==> src/design/ibpd_pkg.sv <==
package ibpd_pkg;

    localparam int SAMPLE_BITS   = 12;
    localparam int ADC_MAX       = (1 << SAMPLE_BITS) - 1;
    localparam int THR_RESET     = 1300;
    localparam int TALLY_LIMIT   = 255;
    localparam int TICK_BITS     = 16;
    localparam int TALLY_BITS    = 8;
    localparam int CFG_IDX_BITS  = 3;
    localparam int CFG_DATA_BITS = 16;
    localparam int PROD_BITS     = 2 * SAMPLE_BITS;

    typedef logic [SAMPLE_BITS-1:0] t_sample;

    typedef enum logic [1:0] {
        OP_RX   = 2'd0,
        OP_TICK = 2'd1,
        OP_POT  = 2'd2,
        OP_NONE = 2'd3
    } t_op;

    typedef enum logic [CFG_IDX_BITS-1:0] {
        CFG_ON_MARGIN     = 3'd0,
        CFG_OFF_MARGIN    = 3'd1,
        CFG_CONFIRM_COUNT = 3'd2,
        CFG_LOST_TIMEOUT  = 3'd3,
        CFG_THRESHOLD_MIN = 3'd4,
        CFG_THRESHOLD_MAX = 3'd5,
        CFG_ACTIVE_HIGH   = 3'd6,
        CFG_DARK_ON       = 3'd7
    } t_cfg_idx;

    typedef struct packed {
        t_sample                 on_margin;
        t_sample                 off_margin;
        logic [TALLY_BITS-1:0]   confirm_count;
        logic [TICK_BITS-1:0]    lost_timeout;
        t_sample                 threshold_min;
        t_sample                 threshold_max;
        logic                    active_high;
        logic                    dark_on;
    } t_cfg;

    typedef struct packed {
        t_op     op;
        t_sample sample;
        t_sample target;
    } t_map_item;

endpackage

==> src/design/ibpd_in_if.sv <==
interface ibpd_in_if import ibpd_pkg::*; ();
    logic       valid;
    logic       ready;
    logic [1:0] op;
    t_sample    sample_value;

    modport source (output valid, output op, output sample_value, input ready);
    modport sink   (input valid, input op, input sample_value, output ready);
endinterface

==> src/design/ibpd_out_if.sv <==
interface ibpd_out_if import ibpd_pkg::*; ();
    logic    valid;
    logic    ready;
    logic    switch_active;
    logic    light_present;
    logic    inside_pulse;
    logic    pulse_counted;
    t_sample current_threshold;

    modport source (output valid, output switch_active, output light_present,
                    output inside_pulse, output pulse_counted, output current_threshold,
                    input ready);
    modport sink   (input valid, input switch_active, input light_present,
                    input inside_pulse, input pulse_counted, input current_threshold,
                    output ready);
endinterface

==> src/design/ibpd_cfg_regs.sv <==
module ibpd_cfg_regs import ibpd_pkg::*; (
    input  logic                     i_clk,
    input  logic                     i_rst_n,
    input  logic                     i_cfg_we,
    input  logic [CFG_IDX_BITS-1:0]  i_cfg_idx,
    input  logic [CFG_DATA_BITS-1:0] i_cfg_data,
    output t_cfg                     o_cfg
);

    t_cfg r_cfg;

    always_ff @(posedge i_clk) begin
        if (!i_rst_n) begin
            r_cfg.on_margin     <= SAMPLE_BITS'(100);
            r_cfg.off_margin    <= SAMPLE_BITS'(100);
            r_cfg.confirm_count <= TALLY_BITS'(2);
            r_cfg.lost_timeout  <= TICK_BITS'(500);
            r_cfg.threshold_min <= SAMPLE_BITS'(800);
            r_cfg.threshold_max <= SAMPLE_BITS'(3200);
            r_cfg.active_high   <= 1'b1;
            r_cfg.dark_on       <= 1'b0;
        end else if (i_cfg_we) begin
            case (t_cfg_idx'(i_cfg_idx))
                CFG_ON_MARGIN:     r_cfg.on_margin     <= i_cfg_data[SAMPLE_BITS-1:0];
                CFG_OFF_MARGIN:    r_cfg.off_margin    <= i_cfg_data[SAMPLE_BITS-1:0];
                CFG_CONFIRM_COUNT: r_cfg.confirm_count <= i_cfg_data[TALLY_BITS-1:0];
                CFG_LOST_TIMEOUT:  r_cfg.lost_timeout  <= i_cfg_data[TICK_BITS-1:0];
                CFG_THRESHOLD_MIN: r_cfg.threshold_min <= i_cfg_data[SAMPLE_BITS-1:0];
                CFG_THRESHOLD_MAX: r_cfg.threshold_max <= i_cfg_data[SAMPLE_BITS-1:0];
                CFG_ACTIVE_HIGH:   r_cfg.active_high   <= i_cfg_data[0];
                CFG_DARK_ON:       r_cfg.dark_on       <= i_cfg_data[0];
                default: ;
            endcase
        end
    end

    assign o_cfg = r_cfg;

endmodule

==> src/design/ibpd_thr_map.sv <==
module ibpd_thr_map import ibpd_pkg::*; (
    input  logic       i_clk,
    input  logic       i_rst_n,
    input  logic       i_valid,
    output logic       o_ready,
    input  logic [1:0] i_op,
    input  t_sample    i_sample,
    input  t_cfg       i_cfg,
    output logic       o_valid,
    input  logic       i_ready,
    output t_map_item  o_item
);

    logic                 r_a_valid;
    t_op                  r_a_op;
    t_sample              r_a_sample;
    logic                 r_b_valid;
    t_op                  r_b_op;
    t_sample              r_b_sample;
    logic [PROD_BITS-1:0] r_b_prod;
    logic                 r_b_neg;
    logic                 r_c_valid;
    t_map_item            r_c_item;

    logic                 a_ready, b_ready, c_ready;
    logic                 span_neg;
    t_sample              span_mag;
    logic [PROD_BITS-1:0] prod;
    t_sample              q0, quot, target;
    logic [SAMPLE_BITS:0] rem;

    assign c_ready = !r_c_valid || i_ready;
    assign b_ready = !r_b_valid || c_ready;
    assign a_ready = !r_a_valid || b_ready;
    assign o_ready = a_ready;

    // signed span as sign and magnitude, product of magnitudes
    assign span_neg = i_cfg.threshold_max < i_cfg.threshold_min;
    assign span_mag = span_neg ? i_cfg.threshold_min - i_cfg.threshold_max
                               : i_cfg.threshold_max - i_cfg.threshold_min;
    assign prod     = PROD_BITS'(r_a_sample) * PROD_BITS'(span_mag);

    // divide by full scale: x = q0*2^n + lo = q0*(2^n-1) + (q0 + lo), one correction
    assign q0     = r_b_prod[PROD_BITS-1:SAMPLE_BITS];
    assign rem    = {1'b0, r_b_prod[SAMPLE_BITS-1:0]} + {1'b0, q0};
    assign quot   = q0 + SAMPLE_BITS'(rem >= (SAMPLE_BITS+1)'(ADC_MAX));
    assign target = r_b_neg ? i_cfg.threshold_min - quot : i_cfg.threshold_min + quot;

    always_ff @(posedge i_clk) begin
        if (!i_rst_n) begin
            r_a_valid <= 1'b0;
            r_b_valid <= 1'b0;
            r_c_valid <= 1'b0;
        end else begin
            if (a_ready) r_a_valid <= i_valid;
            if (b_ready) r_b_valid <= r_a_valid;
            if (c_ready) r_c_valid <= r_b_valid;
        end
    end

    always_ff @(posedge i_clk) begin
        if (a_ready) begin
            r_a_op     <= t_op'(i_op);
            r_a_sample <= i_sample;
        end
        if (b_ready) begin
            r_b_op     <= r_a_op;
            r_b_sample <= r_a_sample;
            r_b_prod   <= prod;
            r_b_neg    <= span_neg;
        end
        if (c_ready) begin
            r_c_item.op     <= r_b_op;
            r_c_item.sample <= r_b_sample;
            r_c_item.target <= target;
        end
    end

    assign o_valid = r_c_valid;
    assign o_item  = r_c_item;

endmodule

==> src/design/ibpd_core.sv <==
module ibpd_core import ibpd_pkg::*; #(
    parameter int FILTER_SHIFT = 3
) (
    input  logic      i_clk,
    input  logic      i_rst_n,
    input  logic      i_valid,
    output logic      o_ready,
    input  t_map_item i_item,
    input  t_cfg      i_cfg,
    output logic      o_valid,
    input  logic      i_ready,
    output logic      o_switch_active,
    output logic      o_light_present,
    output logic      o_inside_pulse,
    output logic      o_pulse_counted,
    output t_sample   o_current_threshold
);

    localparam int ACC_BITS = SAMPLE_BITS + FILTER_SHIFT;

    logic [TICK_BITS-1:0]  r_tick, n_tick;
    logic [TICK_BITS-1:0]  r_stamp, n_stamp;
    logic [TALLY_BITS-1:0] r_tally, n_tally;
    logic                  r_pulse, n_pulse;
    logic                  r_light, n_light;
    t_sample               r_thr, n_thr;
    logic [ACC_BITS-1:0]   r_acc, n_acc;
    logic                  r_loaded, n_loaded;
    logic                  n_counted;
    logic                  r_out_valid;
    logic                  r_out_switch, r_out_light, r_out_pulse, r_out_counted;
    t_sample               r_out_thr;

    logic                  fire;
    logic [SAMPLE_BITS:0]  up_on_sum, up_off_sum;
    t_sample               up_on, up_off, down_on, down_off;
    logic                  enter, leave;
    logic [TALLY_BITS-1:0] tally_inc;
    logic [TICK_BITS-1:0]  tick_inc, since;
    logic [ACC_BITS-1:0]   acc_iir;
    t_sample               filt;

    assign o_ready = !r_out_valid || i_ready;
    assign fire    = i_valid && o_ready;

    // hysteresis bounds, high side saturated, low side floored
    assign up_on_sum  = {1'b0, r_thr} + {1'b0, i_cfg.on_margin};
    assign up_off_sum = {1'b0, r_thr} + {1'b0, i_cfg.off_margin};
    assign up_on      = up_on_sum[SAMPLE_BITS] ? SAMPLE_BITS'(ADC_MAX) : up_on_sum[SAMPLE_BITS-1:0];
    assign up_off     = up_off_sum[SAMPLE_BITS] ? SAMPLE_BITS'(ADC_MAX)
                                                : up_off_sum[SAMPLE_BITS-1:0];
    assign down_on    = (r_thr > i_cfg.on_margin) ? r_thr - i_cfg.on_margin : '0;
    assign down_off   = (r_thr > i_cfg.off_margin) ? r_thr - i_cfg.off_margin : '0;

    assign enter = i_cfg.active_high ? (i_item.sample >= up_on) : (i_item.sample <= down_on);
    assign leave = i_cfg.active_high ? (i_item.sample <= down_off) : (i_item.sample >= up_off);

    assign tally_inc = (r_tally < TALLY_BITS'(TALLY_LIMIT)) ? r_tally + 1'b1 : r_tally;
    assign tick_inc  = r_tick + 1'b1;
    assign since     = tick_inc - r_stamp;

    assign acc_iir = r_acc - (r_acc >> FILTER_SHIFT) + ACC_BITS'(i_item.target);
    assign filt    = acc_iir[ACC_BITS-1:FILTER_SHIFT];

    always_comb begin
        n_tick    = r_tick;
        n_stamp   = r_stamp;
        n_tally   = r_tally;
        n_pulse   = r_pulse;
        n_light   = r_light;
        n_thr     = r_thr;
        n_acc     = r_acc;
        n_loaded  = r_loaded;
        n_counted = 1'b0;
        if (fire) begin
            case (i_item.op)
                OP_RX: begin
                    if (!r_pulse) begin
                        if (enter) begin
                            n_pulse   = 1'b1;
                            n_stamp   = r_tick;
                            n_tally   = tally_inc;
                            n_counted = 1'b1;
                            if (tally_inc >= i_cfg.confirm_count) n_light = 1'b1;
                        end
                    end else if (leave) begin
                        n_pulse = 1'b0;
                    end
                end
                OP_TICK: begin
                    n_tick = tick_inc;
                    if (since >= i_cfg.lost_timeout) begin
                        n_tally = '0;
                        n_pulse = 1'b0;
                        n_light = 1'b0;
                    end
                end
                OP_POT: begin
                    if (!r_loaded) begin
                        n_loaded = 1'b1;
                        n_acc    = {i_item.target, {FILTER_SHIFT{1'b0}}};
                        n_thr    = i_item.target;
                    end else begin
                        n_acc = acc_iir;
                        if (filt < i_cfg.threshold_min) begin
                            n_thr = i_cfg.threshold_min;
                        end else if (filt > i_cfg.threshold_max) begin
                            n_thr = i_cfg.threshold_max;
                        end else begin
                            n_thr = filt;
                        end
                    end
                end
                default: ;
            endcase
        end
    end

    always_ff @(posedge i_clk) begin
        if (!i_rst_n) begin
            r_tick      <= '0;
            r_stamp     <= '0;
            r_tally     <= '0;
            r_pulse     <= 1'b0;
            r_light     <= 1'b0;
            r_thr       <= SAMPLE_BITS'(THR_RESET);
            r_acc       <= ACC_BITS'(THR_RESET << FILTER_SHIFT);
            r_loaded    <= 1'b0;
            r_out_valid <= 1'b0;
        end else begin
            r_tick   <= n_tick;
            r_stamp  <= n_stamp;
            r_tally  <= n_tally;
            r_pulse  <= n_pulse;
            r_light  <= n_light;
            r_thr    <= n_thr;
            r_acc    <= n_acc;
            r_loaded <= n_loaded;
            if (fire) begin
                r_out_valid <= 1'b1;
            end else if (i_ready) begin
                r_out_valid <= 1'b0;
            end
        end
    end

    always_ff @(posedge i_clk) begin
        if (fire) begin
            r_out_switch  <= n_light ^ i_cfg.dark_on;
            r_out_light   <= n_light;
            r_out_pulse   <= n_pulse;
            r_out_counted <= n_counted;
            r_out_thr     <= n_thr;
        end
    end

    assign o_valid             = r_out_valid;
    assign o_switch_active     = r_out_switch;
    assign o_light_present     = r_out_light;
    assign o_inside_pulse      = r_out_pulse;
    assign o_pulse_counted     = r_out_counted;
    assign o_current_threshold = r_out_thr;

endmodule

==> src/design/ir_beam_pulse_detector.sv <==
// channel   dir  handshake      payload
// i_in      in   valid/ready    op, sample_value
// o_out     out  valid/ready    switch_active, light_present, inside_pulse,
//                               pulse_counted, current_threshold
// i_cfg_*   in   write enable   register index, write data
//
// one transaction per cycle sustained while o_out is not stalled, result registered at each stage
// stages: input register, threshold map product, divide and offset, state update
// synchronous active-low reset restores all state, no clearing pass
// a stalled result holds its register, earlier stages keep filling behind it
module ir_beam_pulse_detector import ibpd_pkg::*; #(
    parameter int FILTER_SHIFT = 3
) (
    input  logic                     i_clk,
    input  logic                     i_rst_n,
    input  logic                     i_cfg_we,
    input  logic [CFG_IDX_BITS-1:0]  i_cfg_idx,
    input  logic [CFG_DATA_BITS-1:0] i_cfg_data,
    ibpd_in_if.sink                  i_in,
    ibpd_out_if.source               o_out
);

    t_cfg      cfg;
    logic      map_valid, map_ready;
    t_map_item map_item;

    ibpd_cfg_regs u_cfg_regs (
        .i_clk      (i_clk),
        .i_rst_n    (i_rst_n),
        .i_cfg_we   (i_cfg_we),
        .i_cfg_idx  (i_cfg_idx),
        .i_cfg_data (i_cfg_data),
        .o_cfg      (cfg)
    );

    ibpd_thr_map u_thr_map (
        .i_clk    (i_clk),
        .i_rst_n  (i_rst_n),
        .i_valid  (i_in.valid),
        .o_ready  (i_in.ready),
        .i_op     (i_in.op),
        .i_sample (i_in.sample_value),
        .i_cfg    (cfg),
        .o_valid  (map_valid),
        .i_ready  (map_ready),
        .o_item   (map_item)
    );

    ibpd_core #(
        .FILTER_SHIFT (FILTER_SHIFT)
    ) u_core (
        .i_clk               (i_clk),
        .i_rst_n             (i_rst_n),
        .i_valid             (map_valid),
        .o_ready             (map_ready),
        .i_item              (map_item),
        .i_cfg               (cfg),
        .o_valid             (o_out.valid),
        .i_ready             (o_out.ready),
        .o_switch_active     (o_out.switch_active),
        .o_light_present     (o_out.light_present),
        .o_inside_pulse      (o_out.inside_pulse),
        .o_pulse_counted     (o_out.pulse_counted),
        .o_current_threshold (o_out.current_threshold)
    );

endmodule

==> src/flat_wrapper.sv <==
// flat-port wrapper written by rule: the top's interface ports become plain ports
module ir_beam_pulse_detector_flat import ibpd_pkg::*;
#(
    parameter int FILTER_SHIFT = 3
)
  (i_clk, i_rst_n, i_cfg_we, i_cfg_idx, i_cfg_data, i_in_valid, i_in_op, i_in_sample_value, i_in_ready, o_out_valid, o_out_switch_active, o_out_light_present, o_out_inside_pulse, o_out_pulse_counted, o_out_current_threshold, o_out_ready);
  ibpd_in_if i_in_i ();
  ibpd_out_if o_out_i ();
  input  logic i_clk;
  input  logic i_rst_n;
  input  logic i_cfg_we;
  input  logic [CFG_IDX_BITS-1:0] i_cfg_idx;
  input  logic [CFG_DATA_BITS-1:0] i_cfg_data;
  input wire logic [$bits(i_in_i.valid)-1:0] i_in_valid;
  input wire logic [$bits(i_in_i.op)-1:0] i_in_op;
  input wire logic [$bits(i_in_i.sample_value)-1:0] i_in_sample_value;
  output wire logic [$bits(i_in_i.ready)-1:0] i_in_ready;
  output wire logic [$bits(o_out_i.valid)-1:0] o_out_valid;
  output wire logic [$bits(o_out_i.switch_active)-1:0] o_out_switch_active;
  output wire logic [$bits(o_out_i.light_present)-1:0] o_out_light_present;
  output wire logic [$bits(o_out_i.inside_pulse)-1:0] o_out_inside_pulse;
  output wire logic [$bits(o_out_i.pulse_counted)-1:0] o_out_pulse_counted;
  output wire logic [$bits(o_out_i.current_threshold)-1:0] o_out_current_threshold;
  input wire logic [$bits(o_out_i.ready)-1:0] o_out_ready;
  assign i_in_i.valid = i_in_valid;
  assign i_in_i.op = i_in_op;
  assign i_in_i.sample_value = i_in_sample_value;
  assign i_in_ready = i_in_i.ready;
  assign o_out_valid = o_out_i.valid;
  assign o_out_switch_active = o_out_i.switch_active;
  assign o_out_light_present = o_out_i.light_present;
  assign o_out_inside_pulse = o_out_i.inside_pulse;
  assign o_out_pulse_counted = o_out_i.pulse_counted;
  assign o_out_current_threshold = o_out_i.current_threshold;
  assign o_out_i.ready = o_out_ready;
  ir_beam_pulse_detector #(.FILTER_SHIFT(FILTER_SHIFT)) u_core (.i_clk(i_clk), .i_rst_n(i_rst_n), .i_cfg_we(i_cfg_we), .i_cfg_idx(i_cfg_idx), .i_cfg_data(i_cfg_data), .i_in(i_in_i), .o_out(o_out_i));
endmodule
==> config.mk <==
export PLATFORM = sky130hd
export DESIGN_NAME = ir_beam_pulse_detector_flat
export DESIGN_NICKNAME = d
export VERILOG_FILES = /design/src/design/ibpd_pkg.sv /design/src/design/ibpd_in_if.sv /design/src/design/ibpd_out_if.sv /design/src/design/ibpd_cfg_regs.sv /design/src/design/ibpd_thr_map.sv /design/src/design/ibpd_core.sv /design/src/design/ir_beam_pulse_detector.sv /design/src/flat_wrapper.sv
export SDC_FILE = /design/constraint.sdc
export NUM_CORES = 1
export LEC_CHECK = 0
export ABC_CLOCK_PERIOD_IN_PS = 8700
export BUFFER_PORTS_ARGS = -buffer_cell sky130_fd_sc_hd__clkbuf_2
export CAP_MARGIN = 20
export CORE_ASPECT_RATIO = 0.8
export CORE_MARGIN = 2
export CORE_UTILIZATION = 45
export DETAILED_ROUTE_END_ITERATION = 10
export PLACE_DENSITY = 0.72
export SYNTH_ARGS = -nofsm -noshare
export SYNTH_HDL_FRONTEND = slang
export SYNTH_SLANG_ARGS = --single-unit
==> constraint.sdc <==
create_clock -name i_clk -period 8.7 [get_ports i_clk]
set_clock_uncertainty 0.2 [all_clocks]
set_input_delay 1.74 -clock i_clk [delete_from_list [all_inputs] [get_ports i_clk]]
set_output_delay 1.74 -clock i_clk [all_outputs]
set_load 0.005 [all_outputs]
==> metrics.md, run 1 <==
| Metric | Value |
|---|---|
| Hold Path Class | `reg2reg` |
| Synthesized area | `0.02234 mm2` |
| Switching power | `2.979 mW` |
| Mux cell area share after synthesis | `1.182%` |
| Final Util | `49.10%` |
| GRT Total Usage | `23.63%` |
| Post-synthesis sequential area ratio | `26.03%` |
| # setup viols final | `0` |
| Sequential Power Share | `23.0%` |
| Slew headroom | `23.69%` |
| IO Pins | `56` |
| Worst R2R Setup Slack | `0.35 ns` |
| Tmin final | `8.354 ns` |
| Pin count of the biggest net entering global routing | `64` |
| Setup slack at placement | `0.06122 ns` |
| Crit path kind | `reg2reg` |
| Crit end category | `register` |
| Max VDD drop | `0.3446 mV` |
| Nets@finish | `3,065` |
| Clk_lat worst skew | `0.59 ns` |
| Die Width | `253.1 um` |
| Hold WS | `0.2154 ns` |
| Worst path most repeated cell | `fa_1` |
| DR top layer | `met4` |
| DR vias | `18,480` |
| Vias per std cell | `5.636` |
| Ys async rst share | `0%` |
| Root buf cell | `clkbuf_16` |
| Status | `finished clean` |
| Syn_area_per_cell | `8.590 um2` |
| Final Non-Filler Cells | `3,279` |
| Cell Int Power | `3.766 mW` |
| MaxCap Viol Count | `0` |
| Die ar. | `0.05146 mm2` |
| Critical path's slowest cell | `fa_1` |
| Die H | `203.3 um` |
| Slowest stage delay, CP | `0.59 ns` |
| Met1 wire length | `27,470 um` |
| Placed cell count | `3,221` |
| Hold Path Cell Cnt | `0` |
| Core area | `0.04932 mm2` |
| Final Max Tran Viols | `0` |
| Crit Reg-Reg Endpoint | `u_core.u_thr_map.r_b_prod[22]` |
| Starting Density | `45.30%` |
| Antenna violations before repair | `0` |
| Diodes inserted | `0` |
| Drt first pass iters | `7` |
| Post-Syn Nets | `3,046` |
| CTS Sinks | `243` |
| Switching Share | `44.17%` |
| Fin. Hold Viols | `0` |
| Post-synthesis adder-cell area fraction | `26.86%` |
| Startpoint types | `register` |
| Met2 WL | `27,320 um` |
| Area Overhead vs Synth | `8.400%` |
| Buffers on Ports | `55` |
| Synth Area in XOR/XNOR | `6.116%` |
| Placed instance area | `0.02319 mm2` |
| Slew @ Worst Pin | `1.141 ns` |
| Clk buf depth | `3` |
| Per-cell routed wire length | `18.48 um` |
| Most frequent cells in the layout | `inv_1 (332), nand2_1 (303), ha_1 (286), a21oi_1 (211), nor2_1 (169)` |
| DRC | `0` |
| Final setup margin | `0.3456 ns` |
| Gr ovfl total | `0` |
| Antenna Nets Post-Route | `0` |
| H-tree levels | `1` |
| Netlist cell types | `75` |
| Commonest non-fill, non-tap cell in the layout | `inv_1` |
| Setup total negative slack | `0 ns` |
| Static Leak | `10.86 nW` |
| CTS tree | `built` |
| Total Wirelength | `60,590 um` |
| Vias in the first global route | `18,261` |
| Ys flop type | `dfxtp_1` |
| EDFF count, synth | `95` |
| Worst Path Arrival | `8.49 ns` |
| Combinational Power Share | `58.9%` |
| First-pass GRT wire length | `97,090 um` |
| Cells after Synth | `2,601` |
| Share of cells above drive strength 1 | `6.207%` |
| Compound-Gate Fraction of Synth Area | `15.38%` |
| Starting DRC count in detailed routing | `1,376` |
| Pwr per Cell Area | `278.5 mW/mm2` |
| Worst EP required | `8.83 ns` |
| Clock slew at reported path FFs | `0.07 ns` |
| Site row count | `73` |
| CP max FO | `7` |
| Worst R2R Path Depth | `28` |
| Clock share of power | `18.1%` |
| Fin crit share | `96.03%` |
| DR WL met3 | `4063 um` |
| RSZ-0062 raised after global routing | `no` |
| Syn. warnings | `0` |
| Synth Register Bits | `243` |
| Total power | `6.745 mW` |
| HP Start | `u_core.u_thr_map.r_b_sample[3]` |
| Fin area | `0.02422 mm2` |
| RePlAce Congestion | `0.9083` |
| CTS buffer count | `28` |
| Fmax | `119.7 MHz` |
| Simple-gate share of the synthesized area | `17.01%` |
| Reg2reg start | `u_core.u_cfg_regs.o_cfg[14]` |
| Combinational family with the most area after synthesis | `adder cells` |
| Dpl hpwl | `47,280 um` |
| Hold Path Sink | `u_core.u_thr_map.o_item[15]` |
## worst max-delay path by stage
| stage | from | to | slack [ns] | cells after the start |
|---|---|---|---|---|
| 2_1_floorplan | u_core.u_cfg_regs.o_cfg[14] | u_core.u_thr_map.r_b_prod[22] | 0.88 | 29 |
| 3_3_place_gp | u_core.u_cfg_regs.o_cfg[14] | u_core.u_thr_map.r_b_prod[22] | 0.24 | 28 |
| 3_5_place_dp | u_core.u_cfg_regs.o_cfg[14] | u_core.u_thr_map.r_b_prod[22] | 0.06 | 28 |
| 4_1_cts | u_core.u_cfg_regs.o_cfg[14] | u_core.u_thr_map.r_b_prod[22] | 0.03 | 28 |
| 5_1_grt | u_core.u_cfg_regs.o_cfg[2] | u_core.u_thr_map.r_b_prod[22] | 0.06 | 30 |
| 6_report | u_core.u_cfg_regs.o_cfg[14] | u_core.u_thr_map.r_b_prod[22] | 0.35 | 28 |
## cell usage after synthesis, types with 38 or more instances
master	instances	area, um2
a21o_1	45	337.8
a21oi_1	211	1056
and2_1	61	381.6
clkbuf_1	71	266.5
dfxtp_1	148	2963
edfxtp_1	95	2853
fa_1	121	2422
ha_1	286	3578
inv_1	333	1250
nand2_1	303	1137
nand2b_1	43	269.0
nand3_1	44	220.2
nor2_1	169	634.4
nor2b_1	49	306.5
nor3_1	38	190.2
o21ai_0	71	355.3
xnor2_1	92	805.8
xor2_1	64	560.5
## area by class of cell
class	instances	area, um2
clock buffer	42	810.8
clock inverter	10	137.6
fill	4563	25100
inverter	333	1251
multi-input combinational	1930	14910
sequential	243	5816
tap	637	797.0
timing repair buffer	84	496.7
## cells by family (layout without fill, tap and decap cells)
kind of cell | Yosys count | after routing
and+or+nand+nor | 807 | 807
AOI/OAI and AO/OA | 533 | 534
buffers and inverters | 429 | 469
adders and majority gates | 407 | 407
DFF | 243 | 243
xor gates and xnor gates | 156 | 156
muxes | 26 | 26
## per-layer routing
metal  vias to the layer above  track usage, %
met1                      8910           32.75
li1                       8849               -
met5                         -               0
met2                       605           38.54
met3                       116           3.318
met4                         0           6.593
## registers in the layout (all words and copies together), names as in the netlist, 8 cells and up
| name | count |
|---|---|
| u_core.u_cfg_regs.o_cfg | 74 |
| u_core.u_thr_map.o_item | 26 |
| u_core.u_thr_map.r_b_prod | 24 |
| u_core.u_core.r_stamp | 16 |
| u_core.u_core.r_tick | 16 |
| u_core.u_core.r_acc | 15 |
| u_core.u_core.o_current_threshold | 12 |
| u_core.u_core.r_thr | 12 |
| u_core.u_thr_map.r_a_sample | 12 |
| u_core.u_thr_map.r_b_sample | 12 |
| u_core.u_core.r_tally | 8 |
## power groups by stage
stage	Clock (mW)	Combinational (mW)	Sequential [mW]
floorplan	0	2.92	1.51
global placement	0	3.73	1.57
detailed placement	0	3.85	1.57
CTS	1.24	3.90	1.55
global route	1.28	4.46	1.56
finish	1.22	3.97	1.55
## what timing repair did
action,in CTS,in global routing
resized for setup,0,5
setup buffers,0,3
hold buffers,0,0
setup endpoints to repair,0,5
## worst max-delay path: cells and delay by family, from the launching register on
family | cells | cell delay, ns
AOI/OAI and AO/OA | 11 | 2.64
adders and majority gates | 8 | 3.69
DFF | 1 | 0.41
xor gates and xnor gates | 2 | 0.30
and+or+nand+nor | 1 | 0.12
buffers and inverters | 5 | 0.43
muxes | 1 | 0.34
No activity file was read; power rests on OpenSTA's default activity.
==> inputs of run 2 (changes only) <==
--- a/config.mk
+++ b/config.mk
@@ -8,11 +8,14 @@
 export ABC_CLOCK_PERIOD_IN_PS = 8700
 export BUFFER_PORTS_ARGS = -buffer_cell sky130_fd_sc_hd__clkbuf_2
 export CAP_MARGIN = 20
+export CELL_PAD_IN_SITES_DETAIL_PLACEMENT = 1
+export CELL_PAD_IN_SITES_GLOBAL_PLACEMENT = 2
 export CORE_ASPECT_RATIO = 0.8
 export CORE_MARGIN = 2
-export CORE_UTILIZATION = 45
+export CORE_UTILIZATION = 41
+export CTS_CLUSTER_SIZE = 25
 export DETAILED_ROUTE_END_ITERATION = 10
-export PLACE_DENSITY = 0.72
+export PLACE_DENSITY = 0.94
 export SYNTH_ARGS = -nofsm -noshare
 export SYNTH_HDL_FRONTEND = slang
 export SYNTH_SLANG_ARGS = --single-unit
==> run 2 against run 1 <==
Effect of this change: setup slack improved by 0.076 ns; non-clock buffer count is 2 higher; highest routed layer unchanged; critical path depth increased by 4; flip-flop and latch count unchanged.
==> metrics.md, run 2 (same netlist as run 1, synthesis figures left out) <==
| Metric | Value |
|---|---|
| Crit end category | `register` |
| Buffers on Ports | `55` |
| Fin. Hold Viols | `0` |
| CP max FO | `23` |
| Starting DRC count in detailed routing | `1,109` |
| Met1 wire length | `32,930 um` |
| GRT Total Usage | `24.57%` |
| Slew headroom | `22.29%` |
| CTS Hold Bufs | `0` |
| DR top layer | `met4` |
| MaxCap Viol Count | `0` |
| Dpl hpwl | `54,140 um` |
| Pin count of the biggest net entering global routing | `68` |
| First-pass GRT wire length | `109,600 um` |
| Slew @ Worst Pin | `1.157 ns` |
| Clk buf depth | `3` |
| DR vias | `18,662` |
| Slowest stage delay, CP | `0.57 ns` |
| Drt first pass iters | `7` |
| Final Non-Filler Cells | `3,345` |
| Fmax | `120.8 MHz` |
| Root buf cell | `clkbuf_16` |
| Site row count | `76` |
| Tmin final | `8.278 ns` |
| Final Max Tran Viols | `0` |
| Fin crit share | `95.15%` |
| Most frequent cells in the layout | `inv_1 (332), nand2_1 (303), ha_1 (285), a21oi_1 (211), nor2_1 (169)` |
| Crit path kind | `reg2reg` |
| Hold Path Class | `reg2reg` |
| Core area | `0.05382 mm2` |
| Total power | `6.811 mW` |
| Clock slew at reported path FFs | `0.06 ns` |
| Status | `finished clean` |
| Nets@finish | `3,066` |
| RePlAce Congestion | `0.9014` |
| DR WL met3 | `3266 um` |
| Die ar. | `0.05639 mm2` |
| Final setup margin | `0.4217 ns` |
| Starting Density | `41.51%` |
| H-tree levels | `1` |
| Antenna violations before repair | `0` |
| RSZ-0062 raised after global routing | `yes` |
| Commonest non-fill, non-tap cell in the layout | `inv_1` |
| Total Wirelength | `68,780 um` |
| Antenna Nets Post-Route | `0` |
| Diodes inserted | `0` |
| CTS Sinks | `243` |
| WP buf/inv | `8` |
| Share of cells above drive strength 1 | `6.092%` |
| Max reg flops | `74` |
| Worst Path Arrival | `8.40 ns` |
| Setup slack at placement | `0.05226 ns` |
| Max VDD drop | `0.3439 mV` |
| Die H | `212.8 um` |
| Met2 WL | `30,840 um` |
| Pwr per Cell Area | `281.0 mW/mm2` |
| CTS tree | `built` |
| Area Overhead vs Synth | `8.479%` |
| CTS buffer count | `28` |
| Vias in the first global route | `19,859` |
| Gr ovfl total | `0` |
| DRC | `0` |
| Startpoint types | `register` |
| Clk_lat worst skew | `0.58 ns` |
| IO Pins | `56` |
| Vias per std cell | `5.579` |
| Per-cell routed wire length | `20.56 um` |
| Critical path's slowest cell | `fa_1` |
| # setup viols final | `0` |
| Cell family with most CP delay | `adder cells` |
| Placed cell count | `3,292` |
| Static Leak | `10.83 nW` |
| Worst EP required | `8.82 ns` |
| Die Width | `265.0 um` |
[run 2: changes by cell type in the layout (fill, tap and decap cells not counted), moves of 2 or more]
| cell | change |
|---|---|
| bufinv_16 | -2 |
| clkbuf_8 | -2 |
| clkinvlp_4 | -2 |
| clkbuf_1 | +4 |
| clkinv_1 | +3 |
| clkbuf_4 | -2 |
[run 2: power by group]
| group | switching (mW) | internal, mW | total, mW |
|---|---|---|---|
| combinational | 2.46 | 1.66 | 4.12 |
| sequential | 0.126 | 1.43 | 1.56 |
| clock | 0.512 | 0.622 | 1.13 |
| total | 3.10 | 3.71 | 6.81 |
[run 2: stage by stage]
stage | hold WS [ns] | setup TNS [ns] | instance area [um2] | util (%)
final | 0.2200 | 0 | 24240 | 45.03
after global routing | 0.2242 | -0.01474 | 24240 | 45.03
after global placement | 0.2081 | 0 | 23320 | 43.34
after CTS | 0.2216 | 0 | 24180 | 44.92
after floorplan | 0.2003 | 0 | 22340 | -
after detailed placement | 0.2084 | 0 | 23330 | 43.35
[run 2: final cells by class]
type	count	area, um2
multi-input combinational	1929	14920
clock buffer	42	783.3
inverter	333	1251
clock inverter	10	62.56
sequential	243	5816
tap	702	878.3
fill	6376	29590
timing repair buffer	86	524.3
[run 2: what timing repair did]
item                                    CTS  global route
endpoints found under the hold margin     0             0
setup buffers                             0             0
resized for setup                         0             8
endpoints found under the setup margin    0             4
[run 2: final timing paths]
path | startpoint | end | slack, ns | cells past startpoint
setup / recovery | u_core.u_cfg_regs.o_cfg[2] | u_core.u_thr_map.r_b_prod[23] | 0.42 | 32
setup reg to reg | u_core.u_cfg_regs.o_cfg[2] | u_core.u_thr_map.r_b_prod[23] | 0.42 | 32
hold reg to reg | u_core.u_thr_map.r_a_op[1] | u_core.u_thr_map.r_b_op[1] | 0.22 | 0
hold / removal | u_core.u_thr_map.r_a_op[1] | u_core.u_thr_map.r_b_op[1] | 0.22 | 0
[run 2: routing by layer]
layer  track usage, %  vias up
met5                0        -
met2            40.25      398
met3            2.860       92
met1            34.52     9346
met4            6.351        0
li1                 -     8826
==> inputs of run 3 (changes only) <==
--- a/config.mk
+++ b/config.mk
@@ -5,17 +5,17 @@
 export SDC_FILE = /design/constraint.sdc
 export NUM_CORES = 1
 export LEC_CHECK = 0
-export ABC_CLOCK_PERIOD_IN_PS = 8700
+export ABC_CLOCK_PERIOD_IN_PS = 10300
 export BUFFER_PORTS_ARGS = -buffer_cell sky130_fd_sc_hd__clkbuf_2
 export CAP_MARGIN = 20
 export CELL_PAD_IN_SITES_DETAIL_PLACEMENT = 1
 export CELL_PAD_IN_SITES_GLOBAL_PLACEMENT = 2
 export CORE_ASPECT_RATIO = 0.8
 export CORE_MARGIN = 2
-export CORE_UTILIZATION = 41
+export CORE_UTILIZATION = 44
 export CTS_CLUSTER_SIZE = 25
 export DETAILED_ROUTE_END_ITERATION = 10
-export PLACE_DENSITY = 0.94
+export PLACE_DENSITY = 0.95
 export SYNTH_ARGS = -nofsm -noshare
 export SYNTH_HDL_FRONTEND = slang
 export SYNTH_SLANG_ARGS = --single-unit
==> constraint.sdc (replaced) <==
create_clock -name i_clk -period 10.3 [get_ports i_clk]
set_clock_uncertainty 0.2 [all_clocks]
set_input_delay 2.06 -clock i_clk [delete_from_list [all_inputs] [get_ports i_clk]]
set_output_delay 2.06 -clock i_clk [all_outputs]
set_load 0.005 [all_outputs]
==> run 3 against run 2 <==
Effect of this change: worst hold slack got worse by 0.00082 ns; first-iteration DRC count decreased by 7.5%; critical path depth down 3; total power shrank 15%; sequential share of layout area barely moved; largest cell class unchanged; largest power group unchanged.
==> metrics.md, run 3 (same netlist as run 1, synthesis figures left out) <==
| Metric | Value |
|---|---|
| Fin. Hold Viols | `0` |
| MaxCap Viol Count | `0` |
| Drt first pass iters | `5` |
| CP max FO | `15` |
| Setup total negative slack | `0 ns` |
| Diodes inserted | `0` |
| Worst R2R Path Depth | `29` |
| First-pass GRT wire length | `110,800 um` |
| Final Max Tran Viols | `0` |
| # setup viols final | `0` |
| Switching Share | `44.88%` |
| Critical path's slowest cell | `xnor2_1` |
| Area Overhead vs Synth | `8.400%` |
| Vias per std cell | `5.660` |
| Crit end category | `register` |
| Combinational Power Share | `59.1%` |
| Max VDD drop | `0.1857 mV` |
| Crit Reg-Reg Endpoint | `u_core.u_thr_map.r_b_prod[22]` |
| Post-CTS setup buffer count | `0` |
| Worst Path Arrival | `9.60 ns` |
| Starting DRC count in detailed routing | `1,026` |
| Worst setup endpoint | `u_core.u_thr_map.r_b_prod[22]` |
| Sequential Power Share | `22.6%` |
| Site row count | `73` |
| RePlAce Congestion | `0.9107` |
| Static Leak | `10.86 nW` |
| H-tree levels | `1` |
| Slew @ Worst Pin | `1.080 ns` |
| Fin crit share | `91.90%` |
| Status | `finished clean` |
| Total Wirelength | `69,570 um` |
| Slew headroom | `27.74%` |
| CTS buffer count | `28` |
| Share of cells above drive strength 1 | `6.105%` |
| Worst setup path start | `u_core.u_cfg_regs.o_cfg[14]` |
| Hold Path Class | `reg2reg` |
| Switching power | `2.610 mW` |
| CTS Hold Bufs | `0` |
| Root buf cell | `clkbuf_16` |
| Worst EP required | `10.44 ns` |
| Antenna violations before repair | `1` |
| Nets@finish | `3,060` |
| Fmax | `105.7 MHz` |
| Starting Density | `44.72%` |
| Antenna Nets Post-Route | `0` |
| # resized after CTS | `0` |
| Clk_lat worst skew | `0.58 ns` |
| Tmin final | `9.465 ns` |
| Clock slew at reported path FFs | `0.07 ns` |
| DRC | `0` |
| GRT Total Usage | `26.49%` |
| Die H | `205.5 um` |
| Dpl hpwl | `54,160 um` |
| RSZ-0062 raised after global routing | `no` |
| Layout fillers | `5,940` |
| Crit path kind | `reg2reg` |
| Most frequent cells in the layout | `inv_1 (332), nand2_1 (303), ha_1 (286), a21oi_1 (211), nor2_1 (169)` |
| DR vias | `18,747` |
| Worst R2R Setup Slack | `0.83 ns` |
| Die ar. | `0.05261 mm2` |
| Gr ovfl total | `0` |
| Vias in the first global route | `19,841` |
| Clk buf depth | `3` |
| CTS Sinks | `243` |
| Final Util | `48.47%` |
| Core area | `0.04996 mm2` |
| Clock share of power | `18.3%` |
| Pwr per Cell Area | `240.2 mW/mm2` |
| CTS tree | `built` |
| Startpoint types | `register` |
| Pin count of the biggest net entering global routing | `66` |
| Worst path most repeated cell | `fa_1` |
| Slowest stage delay, CP | `0.76 ns` |
| Cell Int Power | `3.206 mW` |
| Buffers on Ports | `55` |
| IO Pins | `56` |
| Die Width | `255.9 um` |
| Max reg flops | `74` |
| Total power | `5.816 mW` |
| Reg2reg start | `u_core.u_cfg_regs.o_cfg[14]` |
| Commonest non-fill, non-tap cell in the layout | `inv_1` |
| Per-cell routed wire length | `21.01 um` |
-- run 3: critical path: cells and delay by family, from the launching register on --
family / cells / cell delay, ns
AOI/OAI and AO/OA: 13 / 3.25
and+or+nand+nor: 1 / 0.15
xor gates and xnor gates: 2 / 0.84
buffers and inverters: 5 / 0.56
DFF: 1 / 0.44
adders and majority gates: 8 / 3.78
-- run 3: layout make-up --
cell class | count | area (um2) | share of cell area [%]
Inverter | 333 | 1251 | 5.166
Sequential cell | 243 | 5816 | 24.01
Multi-Input combinational cell | 1929 | 14870 | 61.41
Tap cell | 675 | 844.6 | 3.487
Clock buffer | 34 | 763.2 | 3.151
Clock inverter | 18 | 200.2 | 0.8266
Timing Repair Buffer | 80 | 470.5 | 1.943
-- run 3: layer usage --
| layer | vias up | track usage [%] | routed length [um] |
|---|---|---|---|
| met5 | - | 0 | 0 |
| met4 | 0 | 6.099 | 1617 |
| met3 | 94 | 2.402 | 2770 |
| met2 | 387 | 43.93 | 31640 |
| met1 | 9451 | 37.51 | 33550 |
| li1 | 8815 | - | - |
-- run 3: stage by stage --
stage               cell area, um2  worst slack, ns  hold slack (ns)  instances
floorplan                    22340            2.482           0.2003       2601
global placement             23220            1.244           0.2061       3256
detailed placement           23220           0.9595           0.2062       3256
CTS                          24180           0.8883           0.2137       3308
global route                 24220           0.3027           0.2227       3312
finish                       24220           0.8348           0.2192       3312
-- run 3: worst min path at each step --
stage | start | depth (start not counted) | endpoint
floorplan | u_core.u_thr_map.r_b_sample[0] | 0 | u_core.u_thr_map.o_item[12]
global placement | u_core.u_thr_map.r_b_sample[0] | 0 | u_core.u_thr_map.o_item[12]
detailed placement | u_core.u_thr_map.r_b_sample[11] | 0 | u_core.u_thr_map.o_item[23]
CTS | u_core.u_thr_map.r_b_sample[1] | 0 | u_core.u_thr_map.o_item[13]
global route | u_core.u_thr_map.r_b_sample[1] | 0 | u_core.u_thr_map.o_item[13]
finish | u_core.u_thr_map.r_b_sample[11] | 0 | u_core.u_thr_map.o_item[23]
-- run 3: power groups by stage --
stage	Sequential, mW	Combinational [mW]	Clock, mW
global placement	1.33	3.20	0
detailed placement	1.33	3.37	0
global route	1.32	3.84	1.11
floorplan	1.27	2.46	0
CTS	1.31	3.42	1.08
finish	1.31	3.44	1.06
